**src/rtl/core/spf8_pkg.sv**
```systemverilog
// ----------------------------------------------------------------------------
// spf8_pkg: shared types and constants of the 8-tap sub-pel interpolator
// Field widths, arithmetic widths, parameter defaults and the pixel clip.
// ----------------------------------------------------------------------------
package spf8_pkg;

   localparam int NUM_TAPS  = 8;
   localparam int TAP_W     = 16;
   localparam int COEF_W    = 9;
   localparam int OUT_W     = 16;
   localparam int CSR_IDX_W = 3;
   localparam int PIX_BITS  = 8;
   localparam int PIX_MAX   = 255;

   // product, 8-term sum, and working width with headroom for offsets and shifts
   localparam int PROD_W = TAP_W + COEF_W;
   localparam int ACC_W  = PROD_W + 3;
   localparam int SUM_W  = ACC_W + 2;

   localparam int FILTER_PREC_DEF   = 6;
   localparam int INTERNAL_PREC_DEF = 14;

   typedef logic signed [TAP_W-1:0]  tap_type;
   typedef logic signed [COEF_W-1:0] coef_type;
   typedef logic signed [OUT_W-1:0]  out_type;
   typedef logic signed [ACC_W-1:0]  acc_type;
   typedef logic signed [SUM_W-1:0]  sum_type;

   typedef tap_type  tap_arr_type  [NUM_TAPS];
   typedef coef_type coef_arr_type [NUM_TAPS];

   typedef struct packed {
      logic is_first;
      logic is_last;
      logic bypass;
   } flags_type;

   function automatic out_type clip_pix(input sum_type v);
      out_type r;
      if (v < 0) begin
         r = '0;
      end else if (v > sum_type'(PIX_MAX)) begin
         r = out_type'(PIX_MAX);
      end else begin
         r = v[OUT_W-1:0];
      end
      return r;
   endfunction

endpackage

```
**src/rtl/core/spf8_intf.sv**
```systemverilog


interface spf8_csr_intf;
   logic                             valid;
   logic                             ready;
   logic [spf8_pkg::CSR_IDX_W-1:0]   index;
   spf8_pkg::coef_type               data;

   modport source (output valid, index, data, input ready);
   modport sink   (input valid, index, data, output ready);
endinterface

```
**src/rtl/core/spf8_csr.sv**
```systemverilog
// ----------------------------------------------------------------------------
// spf8_csr: coefficient register file
// Eight signed filter coefficients, written one at a time, cleared by reset.
// ----------------------------------------------------------------------------
module spf8_csr (
   input  logic                   clock,
   input  logic                   reset,
   spf8_csr_intf.sink             csr_port,
   output spf8_pkg::coef_arr_type coef
);

   spf8_pkg::coef_arr_type coef_ff;

   assign csr_port.ready = 1'b1;

   always_ff @(posedge clock) begin
      if (reset) begin
         for (int i = 0; i < spf8_pkg::NUM_TAPS; i++) begin
            coef_ff[i] <= '0;
         end
      end else if (csr_port.valid) begin
         coef_ff[csr_port.index] <= csr_port.data;
      end
   end

   assign coef = coef_ff;

endmodule

```
**src/flat_wrapper.sv**
```systemverilog
// flat-port wrapper written by rule: the top's interface ports become plain ports
module spf8_csr_flat 
  (clock, reset, coef, csr_port_valid, csr_port_index, csr_port_data, csr_port_ready);
  spf8_csr_intf csr_port_i ();
  input  logic clock;
  input  logic reset;
  output spf8_pkg::coef_arr_type coef;
  input wire logic [$bits(csr_port_i.valid)-1:0] csr_port_valid;
  input wire logic [$bits(csr_port_i.index)-1:0] csr_port_index;
  input wire logic [$bits(csr_port_i.data)-1:0] csr_port_data;
  output wire logic [$bits(csr_port_i.ready)-1:0] csr_port_ready;
  assign csr_port_i.valid = csr_port_valid;
  assign csr_port_i.index = csr_port_index;
  assign csr_port_i.data = csr_port_data;
  assign csr_port_ready = csr_port_i.ready;
  spf8_csr u_core (.clock(clock), .reset(reset), .csr_port(csr_port_i), .coef(coef));
endmodule
```
**config.mk**
```make
export PLATFORM = sky130hd
export DESIGN_NAME = spf8_csr_flat
export DESIGN_NICKNAME = d
export VERILOG_FILES = /design/src/rtl/core/spf8_pkg.sv /design/src/rtl/core/spf8_intf.sv /design/src/rtl/core/spf8_csr.sv /design/src/flat_wrapper.sv
export SDC_FILE = /design/constraint.sdc
export NUM_CORES = 1
export LEC_CHECK = 0
export BUFFER_PORTS_ARGS = -buffer_cell sky130_fd_sc_hd__buf_2
export CORE_ASPECT_RATIO = 0.7
export CORE_UTILIZATION = 32
export DETAILED_ROUTE_END_ITERATION = 12
export GPL_ROUTABILITY_DRIVEN = 0
export GPL_TIMING_DRIVEN = 0
export PLACE_DENSITY = 0.56
export SYNTH_ARGS = -nofsm -noshare
export SYNTH_HDL_FRONTEND = slang
export SYNTH_SLANG_ARGS = --single-unit
```
**constraint.sdc**
```tcl
create_clock -name clock -period 2.6 [get_ports clock]
set_input_delay 0.52 -clock clock [delete_from_list [all_inputs] [get_ports clock]]
set_output_delay 0.52 -clock clock [all_outputs]
set_load 0.05 [all_outputs]
```
==> flow_metrics.env <==
export IMPL_post_place_ws_ns=0.674
export IMPL_cts_root_buf="clkbuf_16"
export IMPL_synth_avg_cell_area_um2=10.9
export IMPL_critPathKind="in -> reg"
export IMPL_cts_setup_buffers=0
export IMPL_synth_top_family_by_area="multiplexers"
export IMPL_syn_cell_area_um2=2910
export IMPL_outcome="finished, final reports clean"
export IMPL_crit_arrival_ns=1.70
export IMPL_dp_final_hpwl_um=4980
export IMPL_cts_resized=0
export IMPL_viasPerCell=4.34
export IMPL_rsz0062_at_grt="false"
export IMPL_grt_max_degree=12
export IMPL_drv_cap=0
export IMPL_cp_start_kind="input pin"
export IMPL_postRouteAntennaNets=0
export IMPL_htreeDepth=3
export IMPL_path_clk_slew_ns=0.05
export IMPL_n_fill_cell=846
export IMPL_antenna_found_initial=0
export IMPL_critPathMaxFanout=10
export IMPL_synthToLayoutAreaGrowth_pct=28.4
export IMPL_die_x_um=116
export IMPL_synth_seq_cells=72
export IMPL_fin_crit_sh_pct=58.4
export IMPL_crit_required_ns=2.78
export IMPL_clk_path_buf_depth=2
export IMPL_cts_buffers=9
export IMPL_slew_headroom_pct=61.8
export IMPL_initial_core_util_pct=33.6
export IMPL_max_freq_mhz=659
export IMPL_io_pins=88
export IMPL_leakagePower_uw=0.00198
export IMPL_grt_pass1_vias=2077
export IMPL_fin_tns_setup_ns=0
export IMPL_cts_sinks=72
export IMPL_hold_viol=0
export IMPL_grt_pass1_wl_um=11000
export IMPL_setup_slack_ns=1.08
export IMPL_drt_iter0_drc=82
export IMPL_postCtsHoldBufs=0
export IMPL_synth_cells=266
export IMPL_io_buffers=82
export IMPL_clk_latency_ns=0.33
export IMPL_skew_ns=0
export IMPL_core_area_um2=8650
export IMPL_routed_via_count=2100
export IMPL_yosys_area_share_adder_pct=0
export IMPL_drc=0
export IMPL_worst_slew_pin_slew_ns=0.573
export IMPL_worstHoldPathType="reg -> reg"
export IMPL_finalSetupViolCount=0
export IMPL_grt_overflow=0
export IMPL_yosysUniqueCellTypes=15
export IMPL_syn_nets=281
export IMPL_rows=28
export IMPL_path_cells="buf_2 > clkbuf_1 > clkbuf_1 > nand2b_1 > mux2i_1"
export IMPL_antenna_cells=0
export IMPL_fin_nets=374
export IMPL_worst_path_largest_cell_delay_ns=0.41
export IMPL_largest_reg_flops=72
export IMPL_p_per_area_nw_per_um2=670
export IMPL_path_common_cell="clkbuf_1"
export IMPL_cts_tree="done"
export IMPL_drt_wl_total_um=7260
export IMPL_cpMaxStageDelayCell="clkbuf_1"
export IMPL_synth_compound_area_share_pct=0
export IMPL_cp_end_kind="flip-flop"
export IMPL_avgRoutedWirePerCell_um=15.0
export IMPL_drive_above_1_share_pct=29.4
export IMPL_synth_warnings=0
export IMPL_synth_mux_area_share_pct=24.8
export IMPL_ys_seq_area_share_pct=49.5
export IMPL_vdd_drop_max_v=0.000296
export IMPL_finalCriticalPeriod_ns=1.52
export IMPL_final_max_slew_viol_count=0
export IMPL_yosys_area_share_xor_xnor_pct=0
export IMPL_die_height_um=81.8
export IMPL_first_pass_iters=4
export IMPL_die_area_um2=9490
export IMPL_synthSimpleGateAreaFrac_pct=20.8
export IMPL_track_usage_pct=16.4
kinds of logic after synthesis:
group | after synthesis
buffers and inverters | 30
multiplexers | 72
other | 1
flip-flops | 72
AND/OR/NAND/NOR | 91
through the flow:
stage	hold WS [ns]	area, µm²	total power [µW]	instances	util, %
after detailed placement	0.464	3470	1420	468	40.1
after global placement	0.458	3470	1420	468	40.1
after CTS	0.473	3740	2530	484	43.2
after global routing	0.487	3740	2600	484	43.2
after floorplan	0.693	2910	1350	266	-
final	0.470	3740	2500	484	43.2
cell usage in the layout, fill, tap and decap left out, drive strengths merged:
cell type,instances
nand4bb,3
clkbuf,27
buf,97
clkinv,4
nand4b,3
conb,1
mux2i,72
dfxtp,72
and4b,1
nand4,1
or4b,1
and4,1
nand2b,81
routing by layer:
layer / track usage, % / wire, µm
met1: 21.5 / 3700
met2: 23.8 / 2940
met3: 7.38 / 539
met4: 5.77 / 80
met5: 0 / 0
final cells by class:
type                    count  area [µm²]  area share (%)
plain buffers              30         140            3.75
clock buffers              12         246            6.59
repair buffers             82         410            11.0
flip-flops and latches     72        1440            38.6
clock inverters             4        20.0           0.535
multi-input cells         164        1330            35.6
well taps                 120         150            4.02
critical path, delay by kind of cell:
family                 cells  cell delay [ns]
multiplexers               1             0.06
buffers and inverters      3             0.95
AND/OR/NAND/NOR            1             0.16
Yosys cell counts:
master,count,area share (%)
buf_4,1,0.26
conb_1,1,0.13
buf_1,5,0.64
clkbuf_1,15,1.9
and4_1,1,0.30
buf_6,2,0.77
nand4b_1,3,0.90
nand4bb_1,3,1.2
mux2i_1,72,25
nand4_1,1,0.22
nand2b_1,81,17
buf_2,7,1.2
dfxtp_1,72,50
or4b_4,1,0.47
and4b_1,1,0.34
worst paths after layout:
path | slack, ns | to | start | depth (start not counted)
max | 1.08 | u_core.coef[6] | reset | 5
min | 0.47 | u_core.coef[27] | u_core.coef[27] | 2
max reg2reg | 1.98 | u_core.coef[54] | u_core.coef[54] | 2
min reg2reg | 0.47 | u_core.coef[27] | u_core.coef[27] | 2
power breakdown:
group	switching [µW]	leakage, µW	internal, µW	total (µW)
clock network	444	0.000136	665	1110
registers	12.7	0.000583	1130	1140
logic	174	0.00126	79.6	253
total	631	0.00198	1870	2500
Note: power is estimated with default switching activity, not from simulation.
