File: config.mk
export PLATFORM = sky130hd
export DESIGN_NAME = spf8_post
export DESIGN_NICKNAME = d
export VERILOG_FILES = /design/src/rtl/core/spf8_pkg.sv /design/src/rtl/core/spf8_post.sv
export SDC_FILE = /design/constraint.sdc
export NUM_CORES = 1
export LEC_CHECK = 0
export BUFFER_PORTS_ARGS = -buffer_cell sky130_fd_sc_hd__buf_4
export CELL_PAD_IN_SITES_DETAIL_PLACEMENT = 1
export CELL_PAD_IN_SITES_GLOBAL_PLACEMENT = 2
export CORE_MARGIN = 1.5
export CORE_UTILIZATION = 25
export DETAILED_ROUTE_END_ITERATION = 8
export GPL_ROUTABILITY_DRIVEN = 0
export PLACE_DENSITY = 0.79
export SLEW_MARGIN = 30
export SYNTH_ARGS = -nofsm -noshare
export SYNTH_HDL_FRONTEND = slang
export SYNTH_SLANG_ARGS = --single-unit
export TNS_END_PERCENT = 50
File: constraint.sdc
create_clock -name vclk -period 2.4
set_input_delay 0.12 -clock vclk [all_inputs]
set_output_delay 0.12 -clock vclk [all_outputs]
set_load 0.005 [all_outputs]
File: src/rtl/core/spf8_pkg.sv
// ----------------------------------------------------------------------------
// spf8_pkg: shared types and constants of the 8-tap sub-pel interpolator
// Field widths, arithmetic widths, parameter defaults and the pixel clip.
// ----------------------------------------------------------------------------
package spf8_pkg;

   localparam int NUM_TAPS  = 8;
   localparam int TAP_W     = 16;
   localparam int COEF_W    = 9;
   localparam int OUT_W     = 16;
   localparam int CSR_IDX_W = 3;
   localparam int PIX_BITS  = 8;
   localparam int PIX_MAX   = 255;

   // product, 8-term sum, and working width with headroom for offsets and shifts
   localparam int PROD_W = TAP_W + COEF_W;
   localparam int ACC_W  = PROD_W + 3;
   localparam int SUM_W  = ACC_W + 2;

   localparam int FILTER_PREC_DEF   = 6;
   localparam int INTERNAL_PREC_DEF = 14;

   typedef logic signed [TAP_W-1:0]  tap_type;
   typedef logic signed [COEF_W-1:0] coef_type;
   typedef logic signed [OUT_W-1:0]  out_type;
   typedef logic signed [ACC_W-1:0]  acc_type;
   typedef logic signed [SUM_W-1:0]  sum_type;

   typedef tap_type  tap_arr_type  [NUM_TAPS];
   typedef coef_type coef_arr_type [NUM_TAPS];

   typedef struct packed {
      logic is_first;
      logic is_last;
      logic bypass;
   } flags_type;

   function automatic out_type clip_pix(input sum_type v);
      out_type r;
      if (v < 0) begin
         r = '0;
      end else if (v > sum_type'(PIX_MAX)) begin
         r = out_type'(PIX_MAX);
      end else begin
         r = v[OUT_W-1:0];
      end
      return r;
   endfunction

endpackage

File: src/rtl/core/spf8_post.sv
// ----------------------------------------------------------------------------
// spf8_post: offset, shift and clip
// Selects the pass-dependent rounding of the filter sum or of the bypassed centre tap.
// ----------------------------------------------------------------------------
module spf8_post #(
   parameter int FILTER_PREC   = spf8_pkg::FILTER_PREC_DEF,
   parameter int INTERNAL_PREC = spf8_pkg::INTERNAL_PREC_DEF
) (
   input  spf8_pkg::acc_type   acc,
   input  spf8_pkg::tap_type   center,
   input  spf8_pkg::flags_type flags,
   output spf8_pkg::out_type   filtered
);

   localparam int SW     = spf8_pkg::SUM_W;
   localparam int HEAD   = INTERNAL_PREC - spf8_pkg::PIX_BITS;
   localparam int OFFS   = 1 << (INTERNAL_PREC - 1);
   localparam int KF     = FILTER_PREC - HEAD;
   localparam int KF_POS = (KF >= 0) ? KF : 0;
   localparam int KF_NEG = (KF < 0) ? -KF : 0;
   localparam int KL     = FILTER_PREC + HEAD;

   localparam spf8_pkg::sum_type OFFS_W = SW'(OFFS);
   localparam spf8_pkg::sum_type RND_FL = SW'(1) << (FILTER_PREC - 1);
   localparam spf8_pkg::sum_type RND_L  = (SW'(1) << (KL - 1)) + (SW'(OFFS) << FILTER_PREC);
   localparam spf8_pkg::sum_type RND_B  = SW'(OFFS) + (SW'(1) << (HEAD - 1));

   spf8_pkg::sum_type s_ext;
   spf8_pkg::sum_type c_ext;
   spf8_pkg::sum_type f_first_last;
   spf8_pkg::sum_type f_last;
   spf8_pkg::sum_type f_first;
   spf8_pkg::sum_type f_plain;
   spf8_pkg::sum_type b_first;
   spf8_pkg::sum_type b_last;

   assign s_ext = SW'(acc);
   assign c_ext = SW'(center);

   assign f_first_last = (s_ext + RND_FL) >>> FILTER_PREC;
   assign f_last       = (s_ext + RND_L) >>> KL;
   assign f_first      = ((s_ext >>> KF_POS) <<< KF_NEG) - OFFS_W;
   assign f_plain      = s_ext >>> FILTER_PREC;
   assign b_first      = (c_ext <<< HEAD) - OFFS_W;
   assign b_last       = (c_ext + RND_B) >>> HEAD;

   always_comb begin
      if (flags.bypass) begin
         if (flags.is_first == flags.is_last) begin
            filtered = center;
         end else if (flags.is_first) begin
            filtered = b_first[spf8_pkg::OUT_W-1:0];
         end else begin
            filtered = spf8_pkg::clip_pix(b_last);
         end
      end else if (flags.is_last) begin
         if (flags.is_first) begin
            filtered = spf8_pkg::clip_pix(f_first_last);
         end else begin
            filtered = spf8_pkg::clip_pix(f_last);
         end
      end else if (flags.is_first) begin
         filtered = f_first[spf8_pkg::OUT_W-1:0];
      end else begin
         filtered = f_plain[spf8_pkg::OUT_W-1:0];
      end
   end

endmodule

==> results of run 1 <==
==> timing repair <==
action                                  CTS  global route
hold endpoints to repair                  0             0
resized for setup                         1            18
buffers inserted                          1             5
endpoints found under the setup margin    2             8
pin swaps                                 1            10
==> cell type report <==
class	count	area share [%]
tap	102	4.566
timing repair buffer	88	23.77
multi-input combinational	280	70.05
inverter	12	1.611
==> per-stage QoR <==
step / hold WS (ns) / cells / setup WS (ns) / total power (W)
after floorplan: 0.4051 / 318 / 0.3620 / 0.0002441
after global placement: 0.6609 / 476 / 0.02263 / 0.0004506
after detailed placement: 0.6682 / 476 / -0.01416 / 0.0004536
after CTS: 0.6733 / 477 / 0.007622 / 0.0004562
after global routing: 0.6951 / 482 / 0.001975 / 0.0005130
final: 0.6662 / 482 / 0.07337 / 0.0004679
==> per-layer routing <==
layer	track usage, %	vias to the layer above
li1	-	1321
met1	29.47	1277
met2	31.82	65
met3	1.301	4
met4	1.515	0
met5	0	-
==> layout by cell type (no fill, tap or decap), drive strengths merged, types with 3 or more instances in the layout <==
| cell type | netlist | layout |
|---|---|---|
| a21oi | 25 | 25 |
| inv | 12 | 12 |
| a211oi | 5 | 5 |
| xor2 | 12 | 12 |
| a22oi | 8 | 8 |
| o22ai | 8 | 8 |
| xnor2 | 14 | 14 |
| nor2b | 4 | 4 |
| and4 | 6 | 6 |
| nand4 | 11 | 11 |
| nor4 | 3 | 3 |
| or2 | 3 | 3 |
| mux2 | 7 | 7 |
| nand2 | 31 | 31 |
| o21a | 4 | 4 |
| nand3 | 12 | 12 |
| nor3 | 13 | 13 |
| and3 | 7 | 7 |
| mux2i | 9 | 9 |
| and2 | 4 | 4 |
| a31oi | 15 | 15 |
| nor2 | 20 | 20 |
| buf | 12 | 88 |
| ha | 8 | 8 |
| o211ai | 3 | 3 |
| o21ai | 19 | 19 |
==> worst paths after layout <==
check | startpoint | to | slack [ns]
max | acc[12] | filtered[3] | 0.07
min | flags[0] | filtered[3] | 0.67
==> cell families (layout without fill, tap and decap cells) <==
group / after synthesis / count (layout) / share of synthesized area (%)
xor gates and xnor gates: 26 / 26 / 11.15
buffers and inverters: 38 / 100 / 8.083
muxes: 16 / 16 / 8.267
and+or+nand+nor: 124 / 124 / 33.74
adders and majority gates: 8 / 8 / 4.899
AOI/OAI and AO/OA: 106 / 106 / 33.87
==> power by group <==
part           internal, W  total, W  switching (W)
combinational     0.000216  0.000468       0.000252
clock                    0         0              0
sequential               0         0              0
==> out/metrics.yaml, run 1 <==
ff_latch_area_um2: 0
hold_viol_final: 0
outcome: "finished, final reports clean"
crit_type: "in -> out"
viasPerCell: 5.533
highest_layer: "met4"
grt_first_pass_wirelength_um: 13930
relSlewSlack_pct: 67.88
drc: 0
syn_inst: 318
n_antenna_cell: 0
io_pins: 63
leakage_nw: 1.134
crit_cells: 11
period_share_pct: 96.94
fin_crit_ns: 2.327
hold_class: "in -> out"
grtUsageTotal_pct: 19.72
max-cap-violations: 0
nClkBuffers: 0
p_per_area_nw_per_um2: 167.4
tightestPinTransition_ns: 0.4800
grt_overflow: 0
dieWidth_um: 93.41
syn_nets: 373
synth.top_cells.by_count: "nand2_1, a21oi_1, nor2_1, o21ai_0, a31oi_1"
seq_cells: 0
synth_warnings: 0
port_buffers: 63
hold_path_depth: 3
path_common_cell: "buf_4"
antenna_left: 0
irDropWorstVdd_uv: 52.85
synth_area_um2: 2043
rsz0062_at_grt: "false"
die_h_um: 93.41
synth.most_common_cell: "nand2_1"
cp-end-kind: "primary output"
drive_gt1_share_pct: 32.11
utilization_pct: 35.80
drtIter0Drc: 152
fmax_mhz: 429.8
dr_wl_met3_um: 508
antenna_found_initial: 0
start_util_pct: 26.17
grt_max_degree: 35
wl_per_cell_um: 18.14
hpwl_um: 6968
cp.buffers_inverters: 4
dpl-instance-area_um2: 2666
route.vias.total: 2667
critPathLaunchType: "primary input"
core_um2: 7807
post-synth-top-area-fraction_pct: 6.001
fin_nets: 437
synthTopCellsByArea: "xnor2_1, a21oi_1, nand2_1"
finalWirelength_um: 8743
cpLargestDelayFamily: "simple AND/OR/NAND/NOR gates"
drtPass1Iterations: 4
design_area_um2: 2795
hold_buffers: 0
grt_pass1_vias: 2688
nFillCells: 1019
synth_largest_area_cell: "xnor2_1"
crit_fanout: 8
multi_input_area_um2: 1958
avgSynthCellArea_um2: 6.425
std_cell_rows: 32
fin_setup_tns_ns: 0
die_area_um2: 8724
ys_seq_area_share_pct: 0
met1_length_um: 4176
setup_viol: 0
syn2layout_area_growth_pct: 36.80
finalMaxSlewViolations: 0
crit_arrival_ns: 2.21
ys_types: 59
wl_met2_um: 4035
cp_slowest_cell: "or4_1"
crit_chain: "buf_4, and4_4, buf_4, a21oi_2, or4_1, and3_4, nor4_4, buf_6, a21oi_1, o31a_1, buf_4"
cp_slowest_stage_delay_ns: 0.51
crit_required_ns: 2.28
(Power assumes the default switching activity.)
==> run 2, diff against run 1 <==
--- a/config.mk
+++ b/config.mk
@@ -9,10 +9,10 @@
 export CELL_PAD_IN_SITES_DETAIL_PLACEMENT = 1
 export CELL_PAD_IN_SITES_GLOBAL_PLACEMENT = 2
 export CORE_MARGIN = 1.5
-export CORE_UTILIZATION = 25
+export CORE_UTILIZATION = 28
 export DETAILED_ROUTE_END_ITERATION = 8
 export GPL_ROUTABILITY_DRIVEN = 0
-export PLACE_DENSITY = 0.79
+export PLACE_DENSITY = 0.87
 export SLEW_MARGIN = 30
 export SYNTH_ARGS = -nofsm -noshare
 export SYNTH_HDL_FRONTEND = slang
==> out/metrics.yaml, run 2 (synthesis gave the netlist of run 1 again) <==
outcome: "finished, final reports clean"
p_sw_w: 0.0002541  # +0.89%
hold_class: "in -> out"
utilization_pct: 40.63  # +4.8 points
fin_crit_ns: 2.336  # +0.009761 ns
mostFrequentLayoutCells: "buf_4, nand2_1, a21oi_1, nor2_1, o21ai_0"
hold_slack_ns: 0.6640  # -0.002161 ns
seq_cells: 0  # unchanged
std_cell_rows: 30  # -6.3%
grt_max_degree: 39  # +11%
grt_first_pass_wirelength_um: 13480  # -3.2%
viasPerCell: 5.677  # +2.6%
ff_latch_area_um2: 0  # unchanged
hpwl_um: 6793  # -2.5%
use_met1_pct: 32.56  # +3.1 points
crit_arrival_ns: 2.22  # about the same
nFillCells: 930  # -8.7%
dp.cells: 468  # -1.7%
p_per_area_nw_per_um2: 168.5  # +0.68%
cp_slowest_stage_delay_ns: 0.47  # -0.04 ns
sw_frac_of_total_pct: 53.72  # -0.10 points
cp-end-kind: "primary output"
crit_fanout: 6  # -2
grt_pass1_vias: 2624  # -2.4%
crit_type: "in -> out"
leakage_nw: 1.136  # +0.17%
grt_overflow: 0  # unchanged
layout_commonest_cell: "buf_4"
place_worst_setup_slack_ns: -0.07014  # -0.05598 ns
min_from: "flags[0]"
antenna_found_initial: 0  # unchanged
busiest_layer: "met2"
gr-usage-met3_pct: 1.026  # -0.27 points
relSlewSlack_pct: 64.21  # -3.7 points
holdPathEnd: "filtered[3]"
drc: 0  # unchanged
start_util_pct: 29.58  # +3.4 points
antenna_left: 0  # unchanged
finalMaxSlewViolations: 0  # unchanged
crit_required_ns: 2.28  # about the same
finalWirelength_um: 8636  # -1.2%
hold_buffers: 0  # unchanged
syn2layout_area_growth_pct: 37.35
power_frac_seq_pct: 0  # unchanged
use_met2_pct: 35.05  # +3.2 points
drive_gt1_share_pct: 31.22  # -0.89 points
p_total_w: 0.0004730  # +1.1%
hold_viol_final: 0  # unchanged
die_area_um2: 7819  # -10%
fmax_mhz: 428.0  # -0.42%
stdcell_count: 474  # -1.7%
setup_viol: 0  # unchanged
irDropWorstVdd_uv: 72.74  # +38%
nClkBuffers: 0  # unchanged
setup_slack_ns: 0.06361  # -0.009761 ns
port_buffers: 63  # unchanged
drtIter0Drc: 151  # -0.66%
drtPass1Iterations: 4  # unchanged
io_pins: 63  # unchanged
wl_per_cell_um: 18.22  # +0.44%
n_antenna_cell: 0  # unchanged
critPathLaunchType: "primary input"
core_um2: 6907  # -12%
route.vias.total: 2691  # +0.90%
period_share_pct: 97.35  # +0.41 points
clkPwrFrac_pct: 0  # unchanged
dieWidth_um: 88.43  # -5.3%
grtUsageTotal_pct: 21.63  # +1.9 points
cp_slowest_cell: "or4b_1"
pwr-share-comb_pct: 100.0  # about the same
fin_nets: 435  # -0.46%
die_h_um: 88.43  # -5.3%
p_int_w: 0.0002189  # +1.3%
max-cap-violations: 0  # unchanged
hold_path_depth: 3  # unchanged
cp.buffers_inverters: 2  # -2
tightestPinTransition_ns: 0.5348  # +0.05480 ns
cpLargestDelayFamily: "simple AND/OR/NAND/NOR gates"
crit_chain: "buf_6, and4_4, nand4_4, or4b_1, a22o_1, nor4_2, a21oi_1, o31a_1, buf_4"
run 2: worst min-delay path, stage by stage:
cell,delay [ns]
buf_4,0.13
o31a_1,0.17
buf_4,0.12
run 2: how the worst max path moves through the flow:
stage / slack (ns) / startpoint / cells after the start / endpoint
floorplan: 0.36 / acc[8] / 8 / filtered[3]
global placement: -0.04 / acc[12] / 9 / filtered[3]
detailed placement: -0.07 / acc[12] / 9 / filtered[3]
CTS: 0.007 / acc[11] / 10 / filtered[3]
global route: -0.04 / acc[13] / 12 / filtered[3]
finish: 0.06 / acc[13] / 9 / filtered[3]
run 2: timing repair:
item / CTS / global route
pin swaps: 1 / 18
buffers inserted: 0 / 6
resized for setup: 3 / 24
gates cloned: 0 / 0
endpoints found under the setup margin: 1 / 8
run 2: layout make-up:
cell class         instances  area [um^2]  area share [%]
inverters                 12        45.04           1.605
multi-input cells        280         1966           70.04
repair buffers            86        675.6           24.07
well taps                 96        120.1           4.280
run 2: power groups by stage:
| stage | registers, W | logic, W | clock network [W] |
|---|---|---|---|
| finish | 0 | 0.000473 | 0 |
| global route | 0 | 0.000513 | 0 |
| CTS | 0 | 0.000454 | 0 |
| detailed placement | 0 | 0.000450 | 0 |
| global placement | 0 | 0.000444 | 0 |
| floorplan | 0 | 0.000244 | 0 |
run 2: routing by layer:
| metal | vias up | wire (um) |
|---|---|---|
| met3 | 4 | 475 |
| met2 | 76 | 4040 |
| li1 | 1316 | - |
| met4 | 0 | 51 |
| met1 | 1295 | 4068 |
| met5 | - | 0 |
run 2: metrics by stage:
step | area [um^2] | setup TNS [ns]
floorplan | 2043 | 0
global placement | 2644 | -0.04132
detailed placement | 2644 | -0.07014
CTS | 2663 | 0
global route | 2806 | -0.08147
finish | 2806 | 0
